[src/rtl/palh_pkg.sv]
// Shared types, constants and the arctangent table for the path arc length and heading block.
// No dependencies; every other file imports this package.
package palh_pkg;

	localparam int CORDIC_ITERATIONS = 16;
	localparam int CORDIC_STEPS = (CORDIC_ITERATIONS > 32) ? 32 : CORDIC_ITERATIONS;
	localparam int ITER_W = 5;
	localparam int COORD_W = 32;
	localparam int DIFF_W = COORD_W + 1;
	localparam int PRESCALE = 24;
	localparam int VEC_W = 60;
	localparam int ANG_W = 34;
	localparam int ACC_W = 61;
	localparam int LEN_W = 40;
	localparam int SEG_LEN_W = ACC_W - PRESCALE;
	localparam int HEAD_W = 16;
	localparam int HEAD_RAW_W = ANG_W - 17;
	localparam int FIFO_DEPTH = 4;
	localparam int FIFO_AW = 2;

	localparam logic [ITER_W-1:0] LAST_ITER = ITER_W'(CORDIC_STEPS - 1);
	localparam logic [31:0] INV_K = 32'(64'd2608131496
		+ ((CORDIC_STEPS < 16) ? (64'd1738754331 >> (2 * CORDIC_STEPS)) : 64'd0));
	localparam logic signed [ANG_W-1:0] HALF_PI_Z = 34'sd1686629713;
	localparam logic signed [ANG_W-1:0] HEAD_RND = 34'sd65536;
	localparam logic signed [HEAD_RAW_W-1:0] HEAD_MAX = 17'sd25736;
	localparam logic signed [HEAD_RAW_W-1:0] HEAD_MIN = -17'sd25736;
	localparam logic [ACC_W-1:0] LEN_RND = ACC_W'(64'd1 << (PRESCALE - 1));
	localparam logic [LEN_W-1:0] LEN_MAX = '1;

	localparam logic [31:0] ATAN_TAB [32] = '{
		32'd843314857, 32'd497837829, 32'd263043837, 32'd133525159,
		32'd67021687, 32'd33543516, 32'd16775851, 32'd8388437,
		32'd4194283, 32'd2097149, 32'd1048576, 32'd524288,
		32'd262144, 32'd131072, 32'd65536, 32'd32768,
		32'd16384, 32'd8192, 32'd4096, 32'd2048,
		32'd1024, 32'd512, 32'd256, 32'd128,
		32'd64, 32'd32, 32'd16, 32'd8,
		32'd4, 32'd2, 32'd1, 32'd0
	};

	typedef struct packed {
		logic signed [COORD_W-1:0] point_x;
		logic signed [COORD_W-1:0] point_y;
		logic first_point;
		logic last_point;
	} point_t;

	typedef struct packed {
		logic [LEN_W-1:0] arc_length;
		logic signed [HEAD_W-1:0] heading;
		logic end_of_path;
	} result_t;

	typedef enum logic [1:0] {
		PATH_NONE,
		PATH_FIRST,
		PATH_OPEN
	} path_state_t;

	typedef enum logic {
		CMD_SINGLE,
		CMD_SEGMENT
	} cmd_kind_t;

	typedef struct packed {
		cmd_kind_t kind;
		logic signed [DIFF_W-1:0] dx;
		logic signed [DIFF_W-1:0] dy;
		logic zero;
		logic first_seg;
		logic last;
	} cmd_t;

	typedef struct packed {
		logic full;
		logic empty;
	} fifo_status_t;

	typedef enum logic [2:0] {
		BK_IDLE,
		BK_ROTATE,
		BK_MUL_LO,
		BK_MUL_HI,
		BK_FINISH,
		BK_EMIT_HEAD,
		BK_EMIT_TAIL
	} back_state_t;

endpackage

[src/rtl/palh_front.sv]
// Front end: accepts path points, tracks the open path and issues segment requests and one-point-path requests.
// Depends on palh_pkg.
module palh_front import palh_pkg::*; (
	input  logic         clk,
	input  logic         arst_n,
	input  logic         point_valid,
	output logic         point_stall,
	input  point_t       point,
	input  fifo_status_t fifo_status,
	output logic         push,
	output cmd_t         cmd
);

	path_state_t path_q, path_next;
	logic signed [COORD_W-1:0] prev_x_q, prev_y_q;
	logic accept, start;

	assign point_stall = fifo_status.full;
	assign accept = point_valid && !fifo_status.full;
	assign start = point.first_point || (path_q == PATH_NONE);

	always_comb begin
		path_next = path_q;
		if (accept) begin
			if (point.last_point)
				path_next = PATH_NONE;
			else if (start)
				path_next = PATH_FIRST;
			else
				path_next = PATH_OPEN;
		end
	end

	always_comb begin
		push = accept && (!start || point.last_point);
		cmd.kind = start ? CMD_SINGLE : CMD_SEGMENT;
		cmd.dx = DIFF_W'(point.point_x) - DIFF_W'(prev_x_q);
		cmd.dy = DIFF_W'(point.point_y) - DIFF_W'(prev_y_q);
		cmd.zero = (point.point_x == prev_x_q) && (point.point_y == prev_y_q);
		cmd.first_seg = (path_q == PATH_FIRST);
		cmd.last = point.last_point;
	end

	always_ff @(posedge clk or negedge arst_n) begin
		if (!arst_n) begin
			path_q <= PATH_NONE;
			prev_x_q <= '0;
			prev_y_q <= '0;
		end else if (accept) begin
			path_q <= path_next;
			prev_x_q <= point.point_x;
			prev_y_q <= point.point_y;
		end
	end

endmodule

[src/rtl/palh_fifo.sv]
// Short request queue between the front end and the CORDIC back end.
// Depends on palh_pkg.
module palh_fifo import palh_pkg::*; (
	input  logic         clk,
	input  logic         arst_n,
	input  logic         push,
	input  cmd_t         push_cmd,
	input  logic         pop,
	output cmd_t         head_cmd,
	output fifo_status_t status
);

	cmd_t entry_q [FIFO_DEPTH];
	logic [FIFO_AW-1:0] wr_ptr_q, rd_ptr_q;
	logic [FIFO_AW:0] count_q;

	assign status.full = (count_q == (FIFO_AW+1)'(FIFO_DEPTH));
	assign status.empty = (count_q == '0);
	assign head_cmd = entry_q[rd_ptr_q];

	always_ff @(posedge clk) begin
		if (push)
			entry_q[wr_ptr_q] <= push_cmd;
	end

	always_ff @(posedge clk or negedge arst_n) begin
		if (!arst_n) begin
			wr_ptr_q <= '0;
			rd_ptr_q <= '0;
			count_q <= '0;
		end else begin
			if (push)
				wr_ptr_q <= wr_ptr_q + 1'b1;
			if (pop)
				rd_ptr_q <= rd_ptr_q + 1'b1;
			if (push && !pop)
				count_q <= count_q + 1'b1;
			else if (pop && !push)
				count_q <= count_q - 1'b1;
		end
	end

endmodule

[src/rtl/palh_back.sv]
// Back end: iterative vectoring CORDIC, gain correction, arc length accumulation, result register.
// Depends on palh_pkg.
module palh_back import palh_pkg::*; (
	input  logic         clk,
	input  logic         arst_n,
	input  fifo_status_t fifo_status,
	input  cmd_t         head_cmd,
	output logic         pop,
	output logic         result_valid,
	input  logic         result_stall,
	output result_t      result
);

	back_state_t state_q, state_next;
	logic [ITER_W-1:0] iter_q;
	logic signed [VEC_W-1:0] x_q, y_q;
	logic signed [ANG_W-1:0] z_q;
	logic [ACC_W-1:0] acc_q;
	logic [LEN_W-1:0] run_len_q;
	logic signed [HEAD_W-1:0] head_q;
	logic zero_q, first_seg_q, last_q;
	logic out_valid_q;
	result_t out_q;

	logic out_free, load_out;
	result_t out_next;
	logic signed [VEC_W-1:0] x0, y0, x_init, y_init, xs, ys;
	logic signed [ANG_W-1:0] z_init, atan_z;
	logic [31:0] mul_a;
	logic [63:0] prod;
	logic [ACC_W-1:0] acc_rnd;
	logic [SEG_LEN_W-1:0] seg_len;
	logic [LEN_W:0] len_sum;
	logic [LEN_W-1:0] len_new;
	logic signed [ANG_W-1:0] z_rnd;
	logic signed [HEAD_RAW_W-1:0] head_raw;
	logic signed [HEAD_W-1:0] head_new;

	assign out_free = !out_valid_q || !result_stall;
	assign result_valid = out_valid_q;
	assign result = out_q;

	always_comb begin
		state_next = state_q;
		unique case (state_q)
			BK_IDLE: begin
				if (!fifo_status.empty) begin
					if (head_cmd.kind == CMD_SINGLE)
						state_next = BK_EMIT_TAIL;
					else if (head_cmd.zero)
						state_next = BK_FINISH;
					else
						state_next = BK_ROTATE;
				end
			end
			BK_ROTATE: begin
				if (iter_q == LAST_ITER)
					state_next = BK_MUL_LO;
			end
			BK_MUL_LO: state_next = BK_MUL_HI;
			BK_MUL_HI: state_next = BK_FINISH;
			BK_FINISH: state_next = first_seg_q ? BK_EMIT_HEAD : BK_EMIT_TAIL;
			BK_EMIT_HEAD: begin
				if (out_free)
					state_next = BK_EMIT_TAIL;
			end
			BK_EMIT_TAIL: begin
				if (out_free)
					state_next = BK_IDLE;
			end
			default: state_next = BK_IDLE;
		endcase
	end

	always_comb begin
		pop = (state_q == BK_IDLE) && !fifo_status.empty;
		load_out = ((state_q == BK_EMIT_HEAD) || (state_q == BK_EMIT_TAIL)) && out_free;
		out_next.heading = head_q;
		if (state_q == BK_EMIT_HEAD) begin
			out_next.arc_length = '0;
			out_next.end_of_path = 1'b0;
		end else begin
			out_next.arc_length = run_len_q;
			out_next.end_of_path = last_q;
		end
	end

	// pre-rotate into the right half plane
	always_comb begin
		x0 = {{(VEC_W - DIFF_W - PRESCALE){head_cmd.dx[DIFF_W-1]}}, head_cmd.dx,
			{PRESCALE{1'b0}}};
		y0 = {{(VEC_W - DIFF_W - PRESCALE){head_cmd.dy[DIFF_W-1]}}, head_cmd.dy,
			{PRESCALE{1'b0}}};
		x_init = x0;
		y_init = y0;
		z_init = '0;
		if (x0 < 0) begin
			if (y0 >= 0) begin
				x_init = y0;
				y_init = -x0;
				z_init = HALF_PI_Z;
			end else begin
				x_init = -y0;
				y_init = x0;
				z_init = -HALF_PI_Z;
			end
		end
	end

	always_comb begin
		xs = x_q >>> iter_q;
		ys = y_q >>> iter_q;
		atan_z = ANG_W'(ATAN_TAB[iter_q]);
		mul_a = (state_q == BK_MUL_LO) ? x_q[31:0] : 32'(x_q[VEC_W-1:32]);
		prod = 64'(mul_a) * 64'(INV_K);
		acc_rnd = acc_q + LEN_RND;
		seg_len = zero_q ? '0 : acc_rnd[ACC_W-1:PRESCALE];
		len_sum = {1'b0, run_len_q} + (LEN_W+1)'(seg_len);
		if (first_seg_q)
			len_new = LEN_W'(seg_len);
		else if (len_sum[LEN_W])
			len_new = LEN_MAX;
		else
			len_new = len_sum[LEN_W-1:0];
		z_rnd = z_q + HEAD_RND;
		head_raw = HEAD_RAW_W'(z_rnd >>> 17);
		if (zero_q)
			head_new = '0;
		else if (head_raw > HEAD_MAX)
			head_new = HEAD_W'(HEAD_MAX);
		else if (head_raw < HEAD_MIN)
			head_new = HEAD_W'(HEAD_MIN);
		else
			head_new = HEAD_W'(head_raw);
	end

	always_ff @(posedge clk or negedge arst_n) begin
		if (!arst_n) begin
			state_q <= BK_IDLE;
			out_valid_q <= 1'b0;
			run_len_q <= '0;
		end else begin
			state_q <= state_next;
			if (load_out)
				out_valid_q <= 1'b1;
			else if (!result_stall)
				out_valid_q <= 1'b0;
			if (pop && (head_cmd.kind == CMD_SINGLE))
				run_len_q <= '0;
			else if (state_q == BK_FINISH)
				run_len_q <= len_new;
		end
	end

	always_ff @(posedge clk) begin
		if (load_out)
			out_q <= out_next;
		unique case (state_q)
			BK_IDLE: begin
				if (pop) begin
					x_q <= x_init;
					y_q <= y_init;
					z_q <= z_init;
					iter_q <= '0;
					zero_q <= head_cmd.zero;
					first_seg_q <= (head_cmd.kind == CMD_SINGLE) ? 1'b0 : head_cmd.first_seg;
					last_q <= (head_cmd.kind == CMD_SINGLE) ? 1'b1 : head_cmd.last;
					if (head_cmd.kind == CMD_SINGLE)
						head_q <= '0;
				end
			end
			BK_ROTATE: begin
				iter_q <= iter_q + 1'b1;
				if (y_q >= 0) begin
					x_q <= x_q + ys;
					y_q <= y_q - xs;
					z_q <= z_q + atan_z;
				end else begin
					x_q <= x_q - ys;
					y_q <= y_q + xs;
					z_q <= z_q - atan_z;
				end
			end
			BK_MUL_LO: acc_q <= ACC_W'(prod >> 32);
			BK_MUL_HI: acc_q <= acc_q + ACC_W'(prod);
			BK_FINISH: head_q <= head_new;
			BK_EMIT_HEAD, BK_EMIT_TAIL: ;
			default: ;
		endcase
	end

endmodule

[src/rtl/path_arc_length_heading.sv]
// Top level of the path arc length and heading block.
// Depends on palh_pkg, palh_front, palh_fifo and palh_back.
//
// Usage:
// Points of a path enter on the point channel (valid/stall), one Q16.16 x,y
// pair per request, flagged first_point and last_point. Results leave on the
// result channel as arc length (Q24.16, saturating) and heading (Q2.13 rad).
// The first point of a path produces no result on its own; the second point
// produces two results, the held first one and its own. A point flagged both
// first and last yields one result with length 0 and heading 0.
// A segment point passes through the iterative CORDIC rotation, the gain
// multiply (low half, then high half) and a finish step before its result;
// a zero-length segment skips the rotation and multiply, and a one-point
// path result skips all three. The back end takes no new request until its
// results are out; the second point of a path emits one more. A four-entry
// request queue lets the front accept points meanwhile.
// point_stall rises only when that queue is full.
// Reset clears the open path, the running length, the queue and the result
// valid flag. While result_stall holds a valid result, the back end waits to
// emit the next; the queue then fills and stalls the point channel.
module path_arc_length_heading import palh_pkg::*; (
	input  logic    clk,
	input  logic    arst_n,
	input  logic    point_valid,
	output logic    point_stall,
	input  point_t  point,
	output logic    result_valid,
	input  logic    result_stall,
	output result_t result
);

	fifo_status_t fifo_status;
	logic push, pop;
	cmd_t push_cmd, head_cmd;

	palh_front u_front (
		.clk         (clk),
		.arst_n      (arst_n),
		.point_valid (point_valid),
		.point_stall (point_stall),
		.point       (point),
		.fifo_status (fifo_status),
		.push        (push),
		.cmd         (push_cmd)
	);

	palh_fifo u_fifo (
		.clk      (clk),
		.arst_n   (arst_n),
		.push     (push),
		.push_cmd (push_cmd),
		.pop      (pop),
		.head_cmd (head_cmd),
		.status   (fifo_status)
	);

	palh_back u_back (
		.clk          (clk),
		.arst_n       (arst_n),
		.fifo_status  (fifo_status),
		.head_cmd     (head_cmd),
		.pop          (pop),
		.result_valid (result_valid),
		.result_stall (result_stall),
		.result       (result)
	);

	a_no_push_when_full: assert property (@(posedge clk) disable iff (!arst_n)
		push |-> !fifo_status.full)
		else $error("request pushed into full queue");

	a_no_pop_when_empty: assert property (@(posedge clk) disable iff (!arst_n)
		pop |-> !fifo_status.empty)
		else $error("request popped from empty queue");

	a_heading_range: assert property (@(posedge clk) disable iff (!arst_n)
		result_valid |-> (result.heading <= HEAD_W'(HEAD_MAX))
			&& (result.heading >= HEAD_W'(HEAD_MIN)))
		else $error("heading outside clamp range");

	a_stall_only_when_full: assert property (@(posedge clk) disable iff (!arst_n)
		point_stall |-> fifo_status.full)
		else $error("point channel stalled with queue space");

endmodule
[config.mk]
export PLATFORM = sky130hd
export DESIGN_NAME = path_arc_length_heading
export DESIGN_NICKNAME = d
export VERILOG_FILES = /design/src/rtl/palh_pkg.sv /design/src/rtl/palh_front.sv /design/src/rtl/palh_fifo.sv /design/src/rtl/palh_back.sv /design/src/rtl/path_arc_length_heading.sv
export SDC_FILE = /design/constraint.sdc
export NUM_CORES = 2
export LEC_CHECK = 0
export BUFFER_PORTS_ARGS = -buffer_cell sky130_fd_sc_hd__buf_2
export CAP_MARGIN = 20
export CELL_PAD_IN_SITES_DETAIL_PLACEMENT = 1
export CELL_PAD_IN_SITES_GLOBAL_PLACEMENT = 1
export CORE_MARGIN = 2
export CORE_UTILIZATION = 40
export CTS_BUF_LIST = sky130_fd_sc_hd__clkbuf_4 sky130_fd_sc_hd__clkbuf_8 sky130_fd_sc_hd__clkbuf_16
export CTS_CLUSTER_DIAMETER = 60
export DETAILED_ROUTE_END_ITERATION = 12
export HOLD_SLACK_MARGIN = 0.12
export PLACE_DENSITY_LB_ADDON = 0.1
export SYNTH_ARGS = -nofsm -noshare
export SYNTH_HDL_FRONTEND = slang
export SYNTH_SLANG_ARGS = --single-unit
[constraint.sdc]
create_clock -name clk -period 10.4 [get_ports clk]
set_clock_uncertainty 0.05 [all_clocks]
set_input_delay 1.56 -clock clk [delete_from_list [all_inputs] [get_ports clk]]
set_output_delay 1.56 -clock clk [all_outputs]
set_load 0.05 [all_outputs]
==> results.sh <==
export IMPL_fillerInstances=21653
export IMPL_synth_edff_count=573
export IMPL_vias_per_cell=5.83
export IMPL_clock_sinks=690
export IMPL_multi_input_area_um2=53400
export IMPL_numCtsBuffers=102
export IMPL_ff_latch_area_um2=20100
export IMPL_htree_levels=3
export IMPL_setup_viol=0
export IMPL_crit_required_ns=10.83
export IMPL_final_max_slew_violation_count=0
export IMPL_synth_avg_cell_area_um2=9.70
export IMPL_outcome="finished clean"
export IMPL_ff2ff_setup_slack_ns=0.31
export IMPL_tightestPinTransition_ns=1.29
export IMPL_gr_usage_met1=0.390
export IMPL_coreArea_um2=192000
export IMPL_drive_above_1_share=0.179
export IMPL_clkTransAtPathRegs_ns=0.06
export IMPL_path_buf_inv=10
export IMPL_synth_largest_area_cell="edfxtp_1"
export IMPL_crit_slowest_cell="fa_2"
export IMPL_finalHoldViolCount=0
export IMPL_syn_nets=9175
export IMPL_hp_class="reg -> reg"
export IMPL_timing_max_cap_violations=0
export IMPL_grt_use_met3=0.0352
export IMPL_synthArstFlopShare=0.170
export IMPL_hpwl_mm=239
export IMPL_cpMostUsedCell="fa_1"
export IMPL_die_y_um=443
export IMPL_seq_area_frac_synth=0.261
export IMPL_slew_headroom=0.133
export IMPL_place_inst=10849
export IMPL_first_pass_iters=5
export IMPL_pin_count=129
export IMPL_crit_path_end_kind="register"
export IMPL_vias=64681
export IMPL_grt_pass1_vias=67752
export IMPL_ctsHoldBuffers=0
export IMPL_min_period_ns=10.09
export IMPL_rows=161
export IMPL_final_instance_count_excl_fill=11086
export IMPL_yosys_area_top_type_share=0.223
export IMPL_synthFlopType="edfxtp_1"
export IMPL_layout_common_cells="inv_1 (876), ha_1 (653), nand2_1 (648)"
export IMPL_layout_nets=9682
export IMPL_cp_top_family="adder cells"
export IMPL_worst_setup_path_start_kind="register"
export IMPL_clkLatencyLatePin_ns=0.76
export IMPL_grt_util_all_layers=0.299
export IMPL_place_congestion=0.971
export IMPL_wirelength_mm=299
export IMPL_final_area_um2=89100
export IMPL_cpPeakStageDelay_ns=0.58
export IMPL_fmax_mhz=99.1
export IMPL_critPathMaxFanout=6
export IMPL_synth_area_um2=77200
export IMPL_syn_inst=7960
export IMPL_yosysUniqueCellTypes=111
export IMPL_antenna_found_initial=9
export IMPL_path_class="reg -> reg"
export IMPL_globalRoute_busiestLayer="met2"
export IMPL_gr_total_overflow=0
export IMPL_ys_top_cells_by_area="edfxtp_1 (22%), fa_1 (12%), ha_1 (11%)"
export IMPL_postPlaceCellArea_um2=84000
export IMPL_grtUsageMet2=0.508
export IMPL_grt_pass1_wl_mm=445
export IMPL_area_delta_synth_final_pct=15.4
export IMPL_ys_warn_count=0
export IMPL_first_iter_violations=4552
export IMPL_cts_root_buffer="clkbuf_16"
export IMPL_numPortBuffers=128
export IMPL_min_period_over_period=0.971
export IMPL_grt_start_max_net_pins=143
export IMPL_synth_seq_cells=690
export IMPL_die_w_um=443
export IMPL_final_common_cell="inv_1"
export IMPL_ant_nets=0
export IMPL_wl_per_cell_um=27.0
export IMPL_dieArea_um2=197000
export IMPL_cts_tree="yes"
export IMPL_clk_path_buf_depth=3
export IMPL_rsz0062_at_grt="true"
export IMPL_crit_arrival_ns=10.53
export IMPL_initial_core_util=0.402
export IMPL_drc=0
## through the flow
stage | setup WS, ns | hold WS, ns | util | TNS (ns)
finish | 0.307 | 0.366 | 0.464 | 0
global route | -0.0533 | 0.373 | 0.464 | -0.148
CTS | 0.00301 | 0.369 | 0.457 | 0
detailed placement | -0.480 | 0.355 | 0.437 | -4.06
global placement | -0.495 | 0.354 | 0.437 | -4.59
floorplan | 0.0419 | 0.350 | - | 0
## cell usage after synthesis, types with 96 or more instances
| library cell | instances |
|---|---|
| mux4_2 | 209 |
| dfrtp_1 | 117 |
| xnor2_1 | 335 |
| nor2_1 | 429 |
| clkbuf_1 | 192 |
| mux2_2 | 143 |
| mux2i_1 | 179 |
| inv_1 | 899 |
| o21ai_0 | 453 |
| nor3_1 | 96 |
| nand2_1 | 651 |
| ha_1 | 692 |
| fa_1 | 453 |
| a21oi_1 | 492 |
| edfxtp_1 | 573 |
| xor2_1 | 247 |
| o211ai_1 | 108 |
| a21o_1 | 180 |
| nand3_1 | 136 |
## path summary, 6_finish.rpt
| path | start | endpoint | cells past startpoint |
|---|---|---|---|
| worst max-delay path | u_back.state_q[2]$_DFFE_PN0P_ | u_back.acc_q[59]$_SDFFCE_PN0P_ | 44 |
| worst min-delay path | u_back.head_q[11]$_SDFFCE_PP0P_ | u_back.result[12]$_DFFE_PP_ | 0 |
| worst max register to register | u_back.state_q[2]$_DFFE_PN0P_ | u_back.acc_q[59]$_SDFFCE_PN0P_ | 44 |
| worst min register to register | u_back.head_q[11]$_SDFFCE_PP0P_ | u_back.result[12]$_DFFE_PP_ | 0 |
| max in group asynchronous | arst_n | u_fifo.rd_ptr_q[0]$_DFFE_PN0P_ | 2 |
| min in group asynchronous | arst_n | u_back.run_len_q[39]$_DFFE_PN0P_ | 1 |
## final cells by class
cell class                 instances  share of cell area
antenna                            4            0.000112
clock buffer                     118              0.0304
clock inverter                    75             0.00887
inverter                         903              0.0381
multi-input combinational       6044               0.600
sequential                       690               0.226
tap                             2526              0.0355
timing repair buffer             726              0.0613
## kinds of logic (layout without fill, tap and decap cells)
group	count (synthesis)	count (layout)	share of synthesized area
AND/OR/NAND/NOR	1896	1896	0.117
buffers and inverters	1226	1822	0.0629
multiplexers	549	549	0.109
adder cells (fa/ha/maj)	1147	1147	0.230
other	0	4	0
AO/OA/AOI/OAI	1870	1870	0.154
XOR/XNOR	582	582	0.0660
flip-flops	690	690	0.261
## what timing repair did
action / in CTS / in global routing
pin swaps: 18 / 120
resized for setup: 57 / 195
cloned: 1 / 1
setup endpoints to repair: 16 / 26
setup buffers: 11 / 24
## state kept, by name (all words and copies together) (netlist names), 3 cells and up
signal / flops
u_fifo.entry_q: 280
u_back.x_q: 60
u_back.y_q: 60
u_back.acc_q: 58
u_back.result: 57
u_back.run_len_q: 40
u_back.z_q: 34
u_front.prev_x_q: 32
u_front.prev_y_q: 32
u_back.head_q: 16
u_back.iter_q: 5
u_back.state_q: 3
u_fifo.count_q: 3
## routing by layer
metal / routed length [um] / share of wire
met1: 127000 / 0.42
met2: 145000 / 0.48
met3: 13600 / 0.046
met4: 13700 / 0.046
met5: 27 / 0.000090
Power is not shown: default switching activity piles up to over one toggle a cycle in this logic, so the estimate is an artifact.
